## config.mk

```make
export PLATFORM = sky130hd
export DESIGN_NAME = fifo_reader_writer_lock_arbiter
export DESIGN_NICKNAME = d
export VERILOG_FILES = /design/src/rwlk_pkg.sv /design/src/rwlk_ram.sv /design/src/rwlk_dp.sv /design/src/rwlk_ctrl.sv /design/src/fifo_reader_writer_lock_arbiter.sv
export SDC_FILE = /design/constraint.sdc
export NUM_CORES = 1
export LEC_CHECK = 0
export BUFFER_PORTS_ARGS = -buffer_cell sky130_fd_sc_hd__buf_2
export CAP_MARGIN = 40
export CORE_MARGIN = 5
export CORE_UTILIZATION = 67
export CTS_CLUSTER_SIZE = 40
export DETAILED_ROUTE_END_ITERATION = 10
export PLACE_DENSITY = 0.81
export SLEW_MARGIN = 25
export SYNTH_ARGS = -nofsm -noshare
export SYNTH_HDL_FRONTEND = slang
export SYNTH_HIERARCHICAL = 1
export SYNTH_SLANG_ARGS = --single-unit
```

## constraint.sdc

```tcl
create_clock -name clk_i -period 11.33 [get_ports clk_i]
set_input_delay 1.6995 -clock clk_i [delete_from_list [all_inputs] [get_ports clk_i]]
set_output_delay 1.6995 -clock clk_i [all_outputs]
set_load 0.02 [all_outputs]
```

## src/rwlk_pkg.sv

```systemverilog
// Shared types, codes and constants of the reader/writer lock arbiter.
package rwlk_pkg;

  localparam int unsigned DefThreads    = 16;
  localparam int unsigned DefGroupSlots = 16;

  // Field widths of the request and result formats, and counter widths and limits.
  localparam int unsigned ThreadIdW = 4;
  localparam int unsigned SlotOutW  = 4;
  localparam int unsigned MemberW   = 5;
  localparam int unsigned NestW     = 8;
  localparam logic [MemberW-1:0] MemberMax = '1;
  localparam logic [NestW-1:0]   NestMax   = '1;

  localparam logic OpAcquire = 1'b0;
  localparam logic OpRelease = 1'b1;

  typedef enum logic [2:0] {
    StGranted   = 3'd0,
    StQueued    = 3'd1,
    StNested    = 3'd2,
    StRecursive = 3'd3,
    StReleased  = 3'd4,
    StNotHolder = 3'd5,
    StCapacity  = 3'd6
  } status_e;

  // Commands from the sequencer to the datapath.
  typedef struct packed {
    logic capture;
    logic rd_first;
    logic rd_group;
    logic execute;
    logic latch_wake;
    logic load_out;
  } cmd_t;

  // Status from the datapath back to the sequencer.
  typedef struct packed {
    logic wake_needed;
    logic out_busy;
  } sts_t;

endpackage

```

## src/rwlk_ram.sv

```systemverilog
// Generic single-write, single-read RAM with registered read data.
module rwlk_ram #(
  parameter int unsigned WIDTH = 8,
  parameter int unsigned DEPTH = 16,
  localparam int unsigned AW   = $clog2(DEPTH)
) (
  input  logic             clk_i,
  input  logic             we_i,
  input  logic [AW-1:0]    waddr_i,
  input  logic [WIDTH-1:0] wdata_i,
  input  logic             re_i,
  input  logic [AW-1:0]    raddr_i,
  output logic [WIDTH-1:0] rdata_o
);

  logic [WIDTH-1:0] mem_q [DEPTH];
  logic [WIDTH-1:0] rdata_q;

  always_ff @(posedge clk_i) begin
    if (we_i) begin
      mem_q[waddr_i] <= wdata_i;
    end
  end

  always_ff @(posedge clk_i) begin
    if (re_i) begin
      rdata_q <= mem_q[raddr_i];
    end
  end

  assign rdata_o = rdata_q;

endmodule

```

## src/rwlk_dp.sv

```systemverilog
// Datapath of the lock arbiter: thread and group tables, ring pointers, result registers.
module rwlk_dp #(
  parameter int unsigned THREADS     = rwlk_pkg::DefThreads,
  parameter int unsigned GROUP_SLOTS = rwlk_pkg::DefGroupSlots
) (
  input  logic                               clk_i,
  input  logic                               rst_ni,
  input  rwlk_pkg::cmd_t                     cmd_i,
  output rwlk_pkg::sts_t                     sts_o,
  input  logic                               op_i,
  input  logic [rwlk_pkg::ThreadIdW-1:0]     thread_id_i,
  input  logic                               access_i,
  input  logic                               m_tready_i,
  output logic                               m_tvalid_o,
  output rwlk_pkg::status_e                  m_status_o,
  output logic [rwlk_pkg::SlotOutW-1:0]      m_slot_o,
  output logic                               m_wv_o,
  output logic [rwlk_pkg::SlotOutW-1:0]      m_ws_o,
  output logic                               m_ww_o
);
  import rwlk_pkg::*;

  localparam int unsigned TW  = $clog2(THREADS);
  localparam int unsigned SW  = $clog2(GROUP_SLOTS);
  localparam int unsigned CW  = $clog2(GROUP_SLOTS + 1);
  localparam int unsigned RW  = SW + 2;
  localparam int unsigned TDW = NestW + SW;
  localparam int unsigned GDW = MemberW + 1;

  localparam logic [RW-1:0] RingSize = RW'(GROUP_SLOTS);
  localparam logic [SW-1:0] LastSlot = SW'(GROUP_SLOTS - 1);
  localparam logic [CW-1:0] RingFull = CW'(GROUP_SLOTS);

  // Captured request.
  logic                 op_q, wr_q;
  logic [ThreadIdW-1:0] thr_q;

  // Ring state.
  logic [SW-1:0]      head_q, head_d;
  logic [CW-1:0]      inuse_q, inuse_d;
  logic [THREADS-1:0] holds_q, holds_d;

  // Youngest group, latched as the second group read is issued.
  logic               tail_kind_q;
  logic [MemberW-1:0] tail_mem_q;

  // Result being built.
  status_e       res_status_q;
  logic [SW-1:0] res_slot_q, res_ws_q;
  logic          res_wv_q, res_ww_q;

  // Output register.
  logic                out_valid_q;
  status_e             out_status_q;
  logic [SlotOutW-1:0] out_slot_q, out_ws_q;
  logic                out_wv_q, out_ww_q;

  logic [TW+3:0] tid_ext;
  logic [TW-1:0] tidx;
  logic          in_range, held;

  logic [TDW-1:0] thr_rdata, thr_wdata;
  logic           thr_we;
  logic [SW-1:0]  t_grp;
  logic [NestW-1:0] t_nest;

  logic [GDW-1:0] grp_rdata, grp_wdata;
  logic           grp_we, grp_re;
  logic [SW-1:0]  grp_waddr, grp_raddr;
  logic           g_kind;
  logic [MemberW-1:0] g_mem;

  logic [RW-1:0] ring_sum, new_slot_w;
  logic [SW-1:0] new_slot, tail_slot, head_next;

  // Decision of the execute step.
  status_e       ex_status;
  logic [SW-1:0] ex_slot;
  logic          ex_wake, holds_set, holds_clr, head_adv, inuse_inc, inuse_dec;
  logic          need_new, join_ok;
  logic [NestW-1:0]   nest_new;
  logic [SW-1:0]      grp_new;
  logic [MemberW-1:0] mem_new, mem_dec;

  logic [SW+3:0] res_slot_ext, res_ws_ext;

  assign tid_ext  = {{TW{1'b0}}, thr_q};
  assign tidx     = tid_ext[TW-1:0];
  assign in_range = (tid_ext < (TW+4)'(THREADS));
  assign held     = in_range & holds_q[tidx];

  assign t_grp  = thr_rdata[SW-1:0];
  assign t_nest = thr_rdata[TDW-1:SW];
  assign g_kind = grp_rdata[MemberW];
  assign g_mem  = grp_rdata[MemberW-1:0];

  assign ring_sum   = RW'(head_q) + RW'(inuse_q);
  assign new_slot_w = (ring_sum >= RingSize) ? (ring_sum - RingSize) : ring_sum;
  assign new_slot   = new_slot_w[SW-1:0];
  assign tail_slot  = (new_slot == '0) ? LastSlot : (new_slot - 1'b1);
  assign head_next  = (head_q == LastSlot) ? '0 : (head_q + 1'b1);

  rwlk_ram #(
    .WIDTH (TDW),
    .DEPTH (THREADS)
  ) u_thr_ram (
    .clk_i   (clk_i),
    .we_i    (thr_we & cmd_i.execute),
    .waddr_i (tidx),
    .wdata_i (thr_wdata),
    .re_i    (cmd_i.rd_first),
    .raddr_i (tidx),
    .rdata_o (thr_rdata)
  );

  assign grp_re    = cmd_i.rd_first | cmd_i.rd_group | (cmd_i.execute & ex_wake);
  assign grp_raddr = cmd_i.rd_first ? tail_slot : (cmd_i.rd_group ? t_grp : head_next);

  rwlk_ram #(
    .WIDTH (GDW),
    .DEPTH (GROUP_SLOTS)
  ) u_grp_ram (
    .clk_i   (clk_i),
    .we_i    (grp_we & cmd_i.execute),
    .waddr_i (grp_waddr),
    .wdata_i (grp_wdata),
    .re_i    (grp_re),
    .raddr_i (grp_raddr),
    .rdata_o (grp_rdata)
  );

  assign thr_wdata = {nest_new, grp_new};

  always_comb begin
    ex_status = StCapacity;
    ex_slot   = '0;
    ex_wake   = 1'b0;
    holds_set = 1'b0;
    holds_clr = 1'b0;
    head_adv  = 1'b0;
    inuse_inc = 1'b0;
    inuse_dec = 1'b0;
    thr_we    = 1'b0;
    nest_new  = '0;
    grp_new   = t_grp;
    grp_we    = 1'b0;
    grp_waddr = t_grp;
    grp_wdata = '0;
    need_new  = wr_q | (inuse_q == '0) | tail_kind_q;
    join_ok   = 1'b0;
    mem_new   = '0;
    mem_dec   = (g_mem != '0) ? (g_mem - 1'b1) : g_mem;
    if (!in_range) begin
      ex_status = (op_q == OpRelease) ? StNotHolder : StCapacity;
    end else if (op_q == OpAcquire) begin
      if (held) begin
        if (wr_q || g_kind) begin
          ex_status = StRecursive;
          ex_slot   = t_grp;
        end else if (t_nest == NestMax) begin
          ex_status = StCapacity;
        end else begin
          thr_we    = 1'b1;
          nest_new  = t_nest + 1'b1;
          ex_status = StNested;
          ex_slot   = t_grp;
        end
      end else begin
        if (need_new) begin
          if (inuse_q != RingFull) begin
            grp_we    = 1'b1;
            grp_waddr = new_slot;
            mem_new   = MemberW'(1);
            grp_wdata = {wr_q, mem_new};
            inuse_inc = 1'b1;
            join_ok   = 1'b1;
            ex_slot   = new_slot;
          end
        end else if (tail_mem_q != MemberMax) begin
          grp_we    = 1'b1;
          grp_waddr = tail_slot;
          mem_new   = tail_mem_q + 1'b1;
          grp_wdata = {1'b0, mem_new};
          join_ok   = 1'b1;
          ex_slot   = tail_slot;
        end
        if (join_ok) begin
          holds_set = 1'b1;
          thr_we    = 1'b1;
          nest_new  = '0;
          grp_new   = ex_slot;
          ex_status = (ex_slot == head_q) ? StGranted : StQueued;
        end
      end
    end else begin
      if (!held || (t_grp != head_q) || (inuse_q == '0)) begin
        ex_status = StNotHolder;
      end else if (t_nest != '0) begin
        thr_we    = 1'b1;
        nest_new  = t_nest - 1'b1;
        ex_status = StReleased;
        ex_slot   = t_grp;
      end else begin
        holds_clr = 1'b1;
        grp_we    = 1'b1;
        grp_waddr = t_grp;
        grp_wdata = {g_kind, mem_dec};
        ex_status = StReleased;
        ex_slot   = t_grp;
        if (mem_dec == '0) begin
          head_adv  = 1'b1;
          inuse_dec = 1'b1;
          ex_wake   = (inuse_q != CW'(1));
        end
      end
    end
  end

  always_comb begin
    holds_d = holds_q;
    head_d  = head_q;
    inuse_d = inuse_q;
    if (cmd_i.execute) begin
      if (holds_set) begin
        holds_d[tidx] = 1'b1;
      end
      if (holds_clr) begin
        holds_d[tidx] = 1'b0;
      end
      if (head_adv) begin
        head_d = head_next;
      end
      if (inuse_inc) begin
        inuse_d = inuse_q + 1'b1;
      end
      if (inuse_dec) begin
        inuse_d = inuse_q - 1'b1;
      end
    end
  end

  always_ff @(posedge clk_i or negedge rst_ni) begin
    if (!rst_ni) begin
      head_q      <= '0;
      inuse_q     <= '0;
      holds_q     <= '0;
      out_valid_q <= 1'b0;
    end else begin
      head_q  <= head_d;
      inuse_q <= inuse_d;
      holds_q <= holds_d;
      if (cmd_i.load_out) begin
        out_valid_q <= 1'b1;
      end else if (m_tready_i) begin
        out_valid_q <= 1'b0;
      end
    end
  end

  assign res_slot_ext = {4'b0, res_slot_q};
  assign res_ws_ext   = {4'b0, res_ws_q};

  always_ff @(posedge clk_i) begin
    if (cmd_i.capture) begin
      op_q  <= op_i;
      thr_q <= thread_id_i;
      wr_q  <= access_i;
    end
    if (cmd_i.rd_group) begin
      tail_kind_q <= g_kind;
      tail_mem_q  <= g_mem;
    end
    if (cmd_i.execute) begin
      res_status_q <= ex_status;
      res_slot_q   <= ex_slot;
      res_wv_q     <= ex_wake;
      res_ws_q     <= ex_wake ? head_next : '0;
      res_ww_q     <= 1'b0;
    end
    if (cmd_i.latch_wake) begin
      res_ww_q <= g_kind;
    end
    if (cmd_i.load_out) begin
      out_status_q <= res_status_q;
      out_slot_q   <= res_slot_ext[SlotOutW-1:0];
      out_wv_q     <= res_wv_q;
      out_ws_q     <= res_ws_ext[SlotOutW-1:0];
      out_ww_q     <= res_ww_q;
    end
  end

  assign sts_o.wake_needed = ex_wake;
  assign sts_o.out_busy    = out_valid_q & ~m_tready_i;

  assign m_tvalid_o = out_valid_q;
  assign m_status_o = out_status_q;
  assign m_slot_o   = out_slot_q;
  assign m_wv_o     = out_wv_q;
  assign m_ws_o     = out_ws_q;
  assign m_ww_o     = out_ww_q;

endmodule

```

## src/rwlk_ctrl.sv

```systemverilog
// Sequencer of the lock arbiter: steps one request through its table reads and update.
module rwlk_ctrl (
  input  logic           clk_i,
  input  logic           rst_ni,
  input  logic           s_tvalid_i,
  output logic           s_tready_o,
  input  rwlk_pkg::sts_t sts_i,
  output rwlk_pkg::cmd_t cmd_o
);
  import rwlk_pkg::*;

  typedef enum logic [2:0] {
    S_IDLE,
    S_RD_THR,
    S_RD_GRP,
    S_EXEC,
    S_WAKE,
    S_DONE
  } state_e;

  state_e state_q;
  logic   ready_q;
  logic   accept;

  assign accept = s_tvalid_i & ready_q;

  always_ff @(posedge clk_i or negedge rst_ni) begin
    if (!rst_ni) begin
      state_q <= S_IDLE;
      ready_q <= 1'b1;
    end else begin
      unique case (state_q)
        S_IDLE: begin
          if (accept) begin
            state_q <= S_RD_THR;
            ready_q <= 1'b0;
          end
        end
        S_RD_THR: state_q <= S_RD_GRP;
        S_RD_GRP: state_q <= S_EXEC;
        S_EXEC:   state_q <= sts_i.wake_needed ? S_WAKE : S_DONE;
        S_WAKE:   state_q <= S_DONE;
        S_DONE: begin
          if (!sts_i.out_busy) begin
            state_q <= S_IDLE;
            ready_q <= 1'b1;
          end
        end
        default: begin
          state_q <= S_IDLE;
          ready_q <= 1'b1;
        end
      endcase
    end
  end

  always_comb begin
    cmd_o         = '0;
    cmd_o.capture = accept;
    unique case (state_q)
      S_IDLE:   ;
      S_RD_THR: cmd_o.rd_first   = 1'b1;
      S_RD_GRP: cmd_o.rd_group   = 1'b1;
      S_EXEC:   cmd_o.execute    = 1'b1;
      S_WAKE:   cmd_o.latch_wake = 1'b1;
      S_DONE:   cmd_o.load_out   = ~sts_i.out_busy;
      default:  ;
    endcase
  end

  assign s_tready_o = ready_q;

endmodule

```

## src/fifo_reader_writer_lock_arbiter.sv

```systemverilog
// Top level of the FIFO-fair reader/writer lock arbiter.
// A result beat is loaded into the output register after its request beat has passed the
// thread read, group read and update steps, plus the wake step when a release hands the lock on.
// Requests are taken one at a time, each once the previous result is in the output register,
// which a stalled beat holds off; three dependent reads share the group table's single read port.
// Reset clears the ring pointers, the holder flags and the handshake state at once;
// the group and thread tables need no clearing: no entry's data is used before it is written.
module fifo_reader_writer_lock_arbiter #(
  parameter int unsigned THREADS     = rwlk_pkg::DefThreads,
  parameter int unsigned GROUP_SLOTS = rwlk_pkg::DefGroupSlots
) (
  input  logic        clk_i,
  input  logic        rst_ni,
  // Request channel.
  input  logic        s_axis_tvalid_i,
  output logic        s_axis_tready_o,
  input  logic [7:0]  s_axis_tdata_i,   // [3:0] thread_id, [4] access_type, [7:5] zero
  input  logic [0:0]  s_axis_tuser_i,   // [0] operation
  // Result channel.
  output logic        m_axis_tvalid_o,
  input  logic        m_axis_tready_i,
  output logic [15:0] m_axis_tdata_o,   // [3:0] group_slot, [4] woken_valid,
                                        // [8:5] woken_slot, [9] woken_is_write, [15:10] zero
  output logic [2:0]  m_axis_tuser_o    // [2:0] status
);
  import rwlk_pkg::*;

  // The sequencer and the datapath talk only through these two bundles.
  cmd_t cmd;
  sts_t sts;

  status_e             m_status;
  logic [SlotOutW-1:0] m_slot, m_ws;
  logic                m_wv, m_ww;

  // The sequencer takes one request at a time and walks it through a fixed
  // series of steps: read the thread entry and the youngest group, read the
  // requester's group, apply the update, optionally read the newly granted
  // group, and finally hand the result to the output register.
  rwlk_ctrl u_ctrl (
    .clk_i      (clk_i),
    .rst_ni     (rst_ni),
    .s_tvalid_i (s_axis_tvalid_i),
    .s_tready_o (s_axis_tready_o),
    .sts_i      (sts),
    .cmd_o      (cmd)
  );

  // The datapath keeps the ring of groups, the per-thread tables and the
  // output register. The output register lets a finished beat wait for the
  // consumer while the next request is already taken in.
  rwlk_dp #(
    .THREADS     (THREADS),
    .GROUP_SLOTS (GROUP_SLOTS)
  ) u_dp (
    .clk_i       (clk_i),
    .rst_ni      (rst_ni),
    .cmd_i       (cmd),
    .sts_o       (sts),
    .op_i        (s_axis_tuser_i[0]),
    .thread_id_i (s_axis_tdata_i[3:0]),
    .access_i    (s_axis_tdata_i[4]),
    .m_tready_i  (m_axis_tready_i),
    .m_tvalid_o  (m_axis_tvalid_o),
    .m_status_o  (m_status),
    .m_slot_o    (m_slot),
    .m_wv_o      (m_wv),
    .m_ws_o      (m_ws),
    .m_ww_o      (m_ww)
  );

  // Pack the result fields, lowest field first, zero filled to whole bytes.
  assign m_axis_tdata_o = {6'b0, m_ww, m_ws, m_wv, m_slot};
  assign m_axis_tuser_o = m_status;

endmodule

```

==> impl_metrics.yaml, run 1 <==
run_status:
  status: "completed"
synthesis:
  synthDistinctLibCells: 72
  ys_seq_area_share_pct: 68.7
  synthCells: 979
  netlist_area_um2: 16100
  synth_largest_area_cell: "edfxtp_1"
  synth_area_leaders: "edfxtp_1 64%, mux4_2 7.0%, dfrtp_1 4.5%"
  synth-edff-count: 344
  yosys_warnings: 6
  syn_area_per_cell_um2: 16.5
  netlist_top_cells_count: "344 x edfxtp_1, 75 x nand2_1, 64 x nor2_1, 50 x mux4_2, 47 x a21oi_1"
  post-synth-top-count-cell: "edfxtp_1"
  synth-seq-cells: 374
  synth_top_area_share_pct: 64.0
  ys_async_sr_fraction_pct: 8.02
  synth_flop_cell: "edfxtp_1"
critical_path:
  worstPathRequired_ps: 11550
  cp_data_arrival_time_ps: 4630
  cp-start-kind: "flop"
  reg2reg_depth: 8
  r2r_start: "u_dp/thr_q[3]"
  r2r_slack_ps: 6910
  path_max_fanout: 17
  cp-end-kind: "flop"
  crit_start: "u_dp/thr_q[3]"
  endpoint: "u_dp/u_grp_ram/mem_q[0][3]"
  path_class: "reg2reg"
  r2r_end: "u_dp/u_grp_ram/mem_q[0][3]"
die:
  io_pins: 34
  coreArea_um2: 23600
  dieHeight_um: 165
  initial_core_util_pct: 68.3
  core.rowCount: 56
  dieWidth_um: 165
  die_area_um2: 27300
drt:
  totalWireLength_um: 34800
  drtIter0Drc: 1277
  drt_first_pass_iters: 6
  drc_errors: 0
  antenna_left: 0
  viasPerCell: 6.77
  num_vias: 9311
  wl_per_cell_um: 25.3
placement:
  dpl_worst_slack_ps: 7050
  placed_area_um2: 16700
  gp_congestion: 0.915
  dp_hpwl_um: 21800
  place_inst: 1309
  numPortBuffers: 24
global_routing:
  grt_overflow_total: 0
  grt_max_degree: 56
  track_usage_pct: 26.6
  grt_pass1_wl_um: 53900
  grt_antenna_before_repair: 0
  grt_pass1_vias: 9175
cells_and_area:
  regArea_um2: 11100
  num_antenna_cells: 0
  nets: 1059
  stdcell_count: 1375
  areaGrowthSynthToFinish_pct: 10.8
  finish.utilization_pct: 75.7
  fillCellCount: 1295
  layout-drive-gt1-share_pct: 19.1
  design_area_um2: 17900
  multiInputGateArea_um2: 4740
timing:
  skew_ps: 15.1
  setup_viol: 0
  drv_slew: 0
  post-route-min-period_ps: 4420
  finalSetupTns_ps: 0
  hold-worst-slack_ps: 420
  grt_setup_unrepaired: "false"
  finalHoldViolCount: 0
  max_freq_mhz: 226
  fin_crit_sh_pct: 39.0
  worstMarginPinSlew_ps: 800
  setup_slack_ps: 6910
  relSlewSlack_pct: 46.6
clocking:
  ctsHtreeMaxLevel: 2
  cts_resized: 0
  post_cts_buffers: 0
  clk_latency_ps: 510
  root_buffer: "clkbuf_16"
  cts.sinks: 374
  numCtsBuffers: 36
  cts_tree: "built"
  clockBufferDepth: 3
  clk_pin_slew_worst_paths_ps: 60
  cts_hold_buf: 0
power:
  p_leak_nw: 6.15
  p_per_area_nw_per_um2: 229
  peakVddDrop_mv: 0.136
  power.total_mw: 4.09
min_path:
  whs_path_depth: 0
  hold_path.class: "reg2reg"
flow_run:
  cap_violations: 0
## registers in the layout, summed over array words and instances (netlist names), 3 cells and up
name	flops
u_dp/res_slot_q	4
u_dp/m_ws_o	4
u_dp/head_q	4
u_dp/thr_q	4
u_dp/u_grp_ram/rdata_o	6
u_dp/tail_mem_q	5
u_dp/inuse_q	5
u_dp/res_status_q	3
u_dp/m_status_o	3
u_ctrl/state_q	3
u_dp/u_grp_ram/mem_q	96
u_dp/u_thr_ram/rdata_o	12
u_dp/res_ws_q	4
u_dp/u_thr_ram/mem_q	192
u_dp/holds_q	16
u_dp/m_slot_o	4
## kinds of logic after synthesis
group           after synthesis  synth area share, %
fa+ha+maj                    15                 1.21
buf+inv                      71                 2.50
compound gates              143                 5.78
flops                       374                 68.7
other cells                   1               0.0232
simple gates                261                 8.18
xor+xnor                     21                 1.22
mux                          93                 12.4
## placed cells by master, fill, tap and decap left out, types with 14 or more instances in the layout
| cell | instances |
|---|---|
| clkbuf_16 | 37 |
| buf_4 | 33 |
| a21oi_1 | 45 |
| dfrtp_1 | 29 |
| nor3_1 | 20 |
| a22oi_1 | 38 |
| xnor2_1 | 16 |
| nand2_1 | 75 |
| edfxtp_1 | 344 |
| nor2b_1 | 14 |
| inv_1 | 14 |
| mux4_2 | 50 |
| mux4_1 | 27 |
| buf_2 | 29 |
| nand3_1 | 16 |
| ha_1 | 14 |
| nor2_1 | 60 |
## where the power goes
part,leakage [nW],switching [mW],total (mW),internal (mW)
registers,3.50,0.114,1.86,1.75
logic,2.09,0.647,1.06,0.409
clock network,0.559,0.485,1.18,0.691
## layer usage
layer	wire (um)	track usage, %
met5	0	0
met1	13400	39.8
met2	16400	41.1
met4	1100	8.36
met3	3790	4.69
## critical path: stages (launching register included)
cell and delay [ps]:
edfxtp_1 750, mux4_2 600, mux4_2 610, nor2_4 310, and2_1 380, o21a_1 270, or3b_2 530, nor3_1 390
buf_2 270
## layout make-up
class,count,area share (%)
multi-input cells,539,26.5
clock buffers,44,5.32
flip-flops and latches,374,62.0
inverters,14,0.294
repair buffers,66,2.55
well taps,319,2.23
clock inverters,19,1.12
## worst min path at each step
stage                         startpoint                  to
finish                  u_dp/res_ws_q[2]      u_dp/m_ws_o[2]
global route            u_dp/res_ws_q[2]      u_dp/m_ws_o[2]
CTS                     u_dp/res_ws_q[2]      u_dp/m_ws_o[2]
detailed placement  u_dp/res_status_q[0]  u_dp/m_status_o[0]
global placement      u_dp/res_slot_q[3]    u_dp/m_slot_o[3]
floorplan             u_dp/res_slot_q[0]    u_dp/m_slot_o[0]
No activity file was read; power rests on OpenSTA's default activity.
==> run 2, diff against run 1 <==
Settings changed: CORE_UTILIZATION 67 to 62, PLACE_DENSITY 0.81 to 0.76.
Clock period 11.33 ns to 4.5 ns, I/O delays scaled along.
==> run 2 against run 1 <==
Cell count up 2.4%. Utilization down 5.6 points. Via count down 2.9%. Sequential power rose to 2.5 times the previous value. Hold slack worse by 220 ps. Combinational power rose to 2.5 times the previous value. Clock power rose to 2.7 times the previous value. Highest routed layer unchanged.
==> impl_metrics.yaml, run 2 (synthesis results as in run 1) <==
timing:
  max_freq_mhz: 247
  drv_slew: 0
  finalSetupTns_ps: 0
  post-route-min-period_ps: 4060
  fin_crit_sh_pct: 90.1
  finalHoldViolCount: 0
  hold-worst-slack_ps: 197
  worstMarginPinSlew_ps: 754
  setup_viol: 0
  grt_setup_unrepaired: "false"
  skew_ps: 26.4
  relSlewSlack_pct: 49.0
die:
  dieHeight_um: 171
  die_area_um2: 29400
  io_pins: 34
  dieWidth_um: 171
  initial_core_util_pct: 62.5
  core.rowCount: 59
  coreArea_um2: 25800
global_routing:
  grt_overflow_total: 0
  grt_pass1_vias: 9021
  grt_antenna_before_repair: 0
  track_usage_pct: 22.6
  grt_pass1_wl_um: 51000
  grt_max_degree: 54
power:
  pwr-share-clk_pct: 30.2
  internal_power_mw: 7.41
  p_switching_mw: 3.14
  sw_frac_of_total_pct: 29.7
  p_per_area_nw_per_um2: 583
  p_leak_nw: 6.27
  peakVddDrop_mv: 0.361
  power.total_mw: 10.6
  comb_power_share_pct: 25.5
  seq_power_share_pct: 44.3
critical_path:
  worstPathRequired_ps: 4630
  path_max_fanout: 17
  cp_slowest_cell: "edfxtp_1"
  critical_path.max_stage_delay_ps: 810
  crit_family: "simple AND/OR/NAND/NOR gates"
  crit_start: "u_dp/thr_q[1]"
  cp.buffers_inverters: 1
  path_cells: "mux4_2, mux4_2, nor2_4, buf_4, nand2_2, nand2_1, nand2_1, nand2b_1, nor2_1"
  cp_data_arrival_time_ps: 4190
  path_class: "reg2reg"
  cp-end-kind: "flop"
  reg2reg_depth: 9
  r2r_end: "u_dp/u_grp_ram/mem_q[6][4]"
  r2r_slack_ps: 440
  r2r_start: "u_dp/thr_q[1]"
  cp-start-kind: "flop"
cells_and_area:
  top_regs: "u_dp/u_thr_ram/mem_q (192), u_dp/u_grp_ram/mem_q (96), u_dp/holds_q (16)"
  nets: 1073
  areaGrowthSynthToFinish_pct: 12.2
  fillCellCount: 1629
  layout-drive-gt1-share_pct: 19.9
  top_register: "u_dp/u_thr_ram/mem_q"
  largest_reg_flops: 192
  layout_commonest_cell: "edfxtp_1"
  final_cell_mix: "344 x edfxtp_1, 75 x nand2_1, 63 x nor2_1"
  num_antenna_cells: 0
  multiInputGateArea_um2: 4720
  regArea_um2: 11100
clocking:
  ctsHtreeMaxLevel: 2
  cts.sinks: 374
  cts_resized: 0
  post_cts_buffers: 0
  cts_hold_buf: 0
  root_buffer: "clkbuf_16"
  numCtsBuffers: 38
  clockBufferDepth: 3
  clk_pin_slew_worst_paths_ps: 60
  cts_tree: "built"
  clk_latency_ps: 530
placement:
  dp_hpwl_um: 21100
  gp_congestion: 0.918
  numPortBuffers: 24
drt:
  wl_per_cell_um: 23.2
  drt_first_pass_iters: 6
  drtIter0Drc: 951
  antenna_left: 0
  num_vias: 9045
  totalWireLength_um: 32700
  viasPerCell: 6.42
  drc_errors: 0
run_status:
  status: "completed"
flow_run:
  cap_violations: 0
min_path:
  hold_path.class: "in2async"
## run 2: power by group through the flow
stage	registers [mW]	clock network (mW)	logic [mW]
6_report	4.67	3.19	2.69
5_1_grt	4.71	3.41	2.92
4_1_cts	4.67	3.24	2.68
3_5_place_dp	4.73	0	2.66
3_3_place_gp	4.72	0	2.56
2_1_floorplan	4.63	0	1.98
## run 2: layout make-up
cell class	instances	share of cell area, %
clock inverter	22	1.52
timing repair buffer	78	3.09
inverter	14	0.290
clock buffer	46	5.53
multi-input combinational	539	26.1
sequential	374	61.2
tap	335	2.31
## run 2: how the worst max path moves through the flow
stage | endpoint | slack, ps | depth (start not counted)
CTS | u_dp/u_grp_ram/mem_q[6][4] | 450 | 9
finish | u_dp/u_grp_ram/mem_q[6][4] | 440 | 9
global placement | u_dp/u_grp_ram/mem_q[0][3] | 540 | 8
detailed placement | u_dp/u_grp_ram/mem_q[6][3] | 510 | 9
floorplan | u_dp/u_thr_ram/mem_q[0][0] | 480 | 11
global route | u_dp/u_grp_ram/mem_q[6][4] | 240 | 9
## run 2: metal layers
layer | wire length [um] | track usage, %
met5 | 0 | 0
met4 | 846 | 6.48
met3 | 2360 | 3.26
met2 | 16100 | 36.7
met1 | 13400 | 32.8
## run 2: metrics by stage
stage | setup WS (ps) | util, % | cells | cell area, um2
2_1_floorplan | 481 | - | 984 | 16200
3_3_place_gp | 542 | 64.9 | 1333 | 16800
3_5_place_dp | 510 | 65.1 | 1338 | 16800
4_1_cts | 447 | 70.0 | 1406 | 18100
5_1_grt | 237 | 70.1 | 1408 | 18100
6_report | 445 | 70.1 | 1408 | 18100
==> run 3, diff against run 2 <==
Settings changed: CORE_UTILIZATION 62 to 67, PLACE_DENSITY 0.76 to 0.81.
Clock period 4.5 ns to 5 ns, I/O delays scaled along.
==> run 3 against run 2 <==
Setup slack better by 290 ps. Critical path depth fell by 2. Via count rose by 2.8%. Total power is 12% lower. Highest routed layer unchanged. Combinational power fell by 8.9%. Hold slack improved by 94 ps. Non-clock buffer count decreased by 8. Sequential share of layout area grew 0.93 points. Largest cell class unchanged. Largest power group unchanged. Design area down 1.5%. Clock power shrank 19%. First-iteration DRC count rose by 37%.
==> impl_metrics.yaml, run 3 (synthesis results as in run 1) <==
clocking:
  clockBufferDepth: 3
  cts_tree: "built"
  cts_hold_buf: 0
  cts_resized: 0
  root_buffer: "clkbuf_16"
  clk_pin_slew_worst_paths_ps: 60
  post_cts_buffers: 0
  clk_latency_ps: 520
  ctsHtreeMaxLevel: 2
  cts.sinks: 374
  numCtsBuffers: 37
cells_and_area:
  final_cell_mix: "344 x edfxtp_1, 75 x nand2_1, 63 x nor2_1"
  layout_commonest_cell: "edfxtp_1"
  nets: 1064
  fillCellCount: 1289
  layout-drive-gt1-share_pct: 19.0
  top_regs: "u_dp/u_thr_ram/mem_q (192), u_dp/u_grp_ram/mem_q (96), u_dp/holds_q (16)"
  top_register: "u_dp/u_thr_ram/mem_q"
  num_antenna_cells: 0
  multiInputGateArea_um2: 4720
  regArea_um2: 11100
  areaGrowthSynthToFinish_pct: 10.5
  largest_reg_flops: 192
timing:
  setup_viol: 0
  relSlewSlack_pct: 48.2
  hold-worst-slack_ps: 291
  worstMarginPinSlew_ps: 770
  grt_setup_unrepaired: "false"
  finalSetupTns_ps: 0
  post-route-min-period_ps: 4260
  finalHoldViolCount: 0
  drv_slew: 0
  max_freq_mhz: 235
  fin_crit_sh_pct: 85.2
  skew_ps: 21.1
global_routing:
  grt_pass1_wl_um: 54000
  grt_pass1_vias: 9260
  grt_antenna_before_repair: 0
  grt_overflow_total: 0
  grt_max_degree: 58
  track_usage_pct: 26.4
critical_path:
  cp-end-kind: "flop"
  path_class: "reg2reg"
  cp_data_arrival_time_ps: 4410
  path_max_fanout: 13
  cp-start-kind: "flop"
  worstPathRequired_ps: 5150
drt:
  drc_errors: 0
  viasPerCell: 6.75
  wl_per_cell_um: 25.3
  drtIter0Drc: 1307
  num_vias: 9302
  totalWireLength_um: 34900
  antenna_left: 0
  drt_first_pass_iters: 5
die:
  coreArea_um2: 23600
  initial_core_util_pct: 68.3
  io_pins: 34
  dieWidth_um: 165
  die_area_um2: 27300
  core.rowCount: 56
  dieHeight_um: 165
placement:
  dp_hpwl_um: 22200
  gp_congestion: 0.893
  numPortBuffers: 24
flow_run:
  cap_violations: 0
power:
  p_per_area_nw_per_um2: 519
  p_leak_nw: 6.14
  peakVddDrop_mv: 0.387
run_status:
  status: "completed"
min_path:
  hold_path.class: "in2async"
==> run 3: layer usage <==
layer  wire length, um  track usage [%]  vias to the layer above
met5                 0                0                        -
met4               770             6.20                        0
met3              3150             4.74                       72
met2             17300             43.0                      536
met1             13600             38.2                     4712
li1                  -                -                     3982
==> run 3: power by group <==
group	switching (mW)	internal, mW
sequential	0.271	3.96
combinational	1.51	0.943
clock	1.10	1.48
total	2.88	6.38
==> run 3: path summary, 6_finish.rpt <==
kind                                         start  slack, ps  depth (start not counted)                         end
worst min register to register  u_dp/res_slot_q[3]        420                          0            u_dp/m_slot_o[3]
worst max register to register       u_dp/thr_q[1]        740                          7  u_dp/u_grp_ram/mem_q[3][4]
max in group asynchronous                   rst_ni       4200                          1             u_dp/holds_q[1]
worst max-delay path                 u_dp/thr_q[1]        740                          7  u_dp/u_grp_ram/mem_q[3][4]
worst min-delay path                        rst_ni        290                          1              u_dp/head_q[3]
min in group clk_i              u_dp/res_slot_q[3]        420                          0            u_dp/m_slot_o[3]
==> run 3: critical path: stages (launching register included) <==
cell	delay, ps
edfxtp_1	650
mux4_2	600
mux4_2	610
nor2_4	300
and2_1	400
o21a_1	300
or3b_2	520
nor2_1	500
==> run 3: area by class of cell <==
cell class | instances | area share, %
flip-flops and latches | 374 | 62.1
multi-input cells | 539 | 26.5
clock buffers | 46 | 5.44
repair buffers | 70 | 2.66
well taps | 319 | 2.24
clock inverters | 17 | 0.800
inverters | 14 | 0.295
==> run 3: through the flow <==
step / total power [mW] / cell area, um2 / instances / utilization, % / setup slack (ps)
6_report: 9.26 / 17800 / 1379 / 75.6 / 739
4_1_cts: 9.25 / 17800 / 1377 / 75.5 / 802
3_3_place_gp: 6.49 / 16600 / 1303 / 70.4 / 908
2_1_floorplan: 5.95 / 16200 / 984 / - / 981
5_1_grt: 9.66 / 17800 / 1379 / 75.6 / 623
3_5_place_dp: 6.64 / 16700 / 1314 / 70.8 / 858
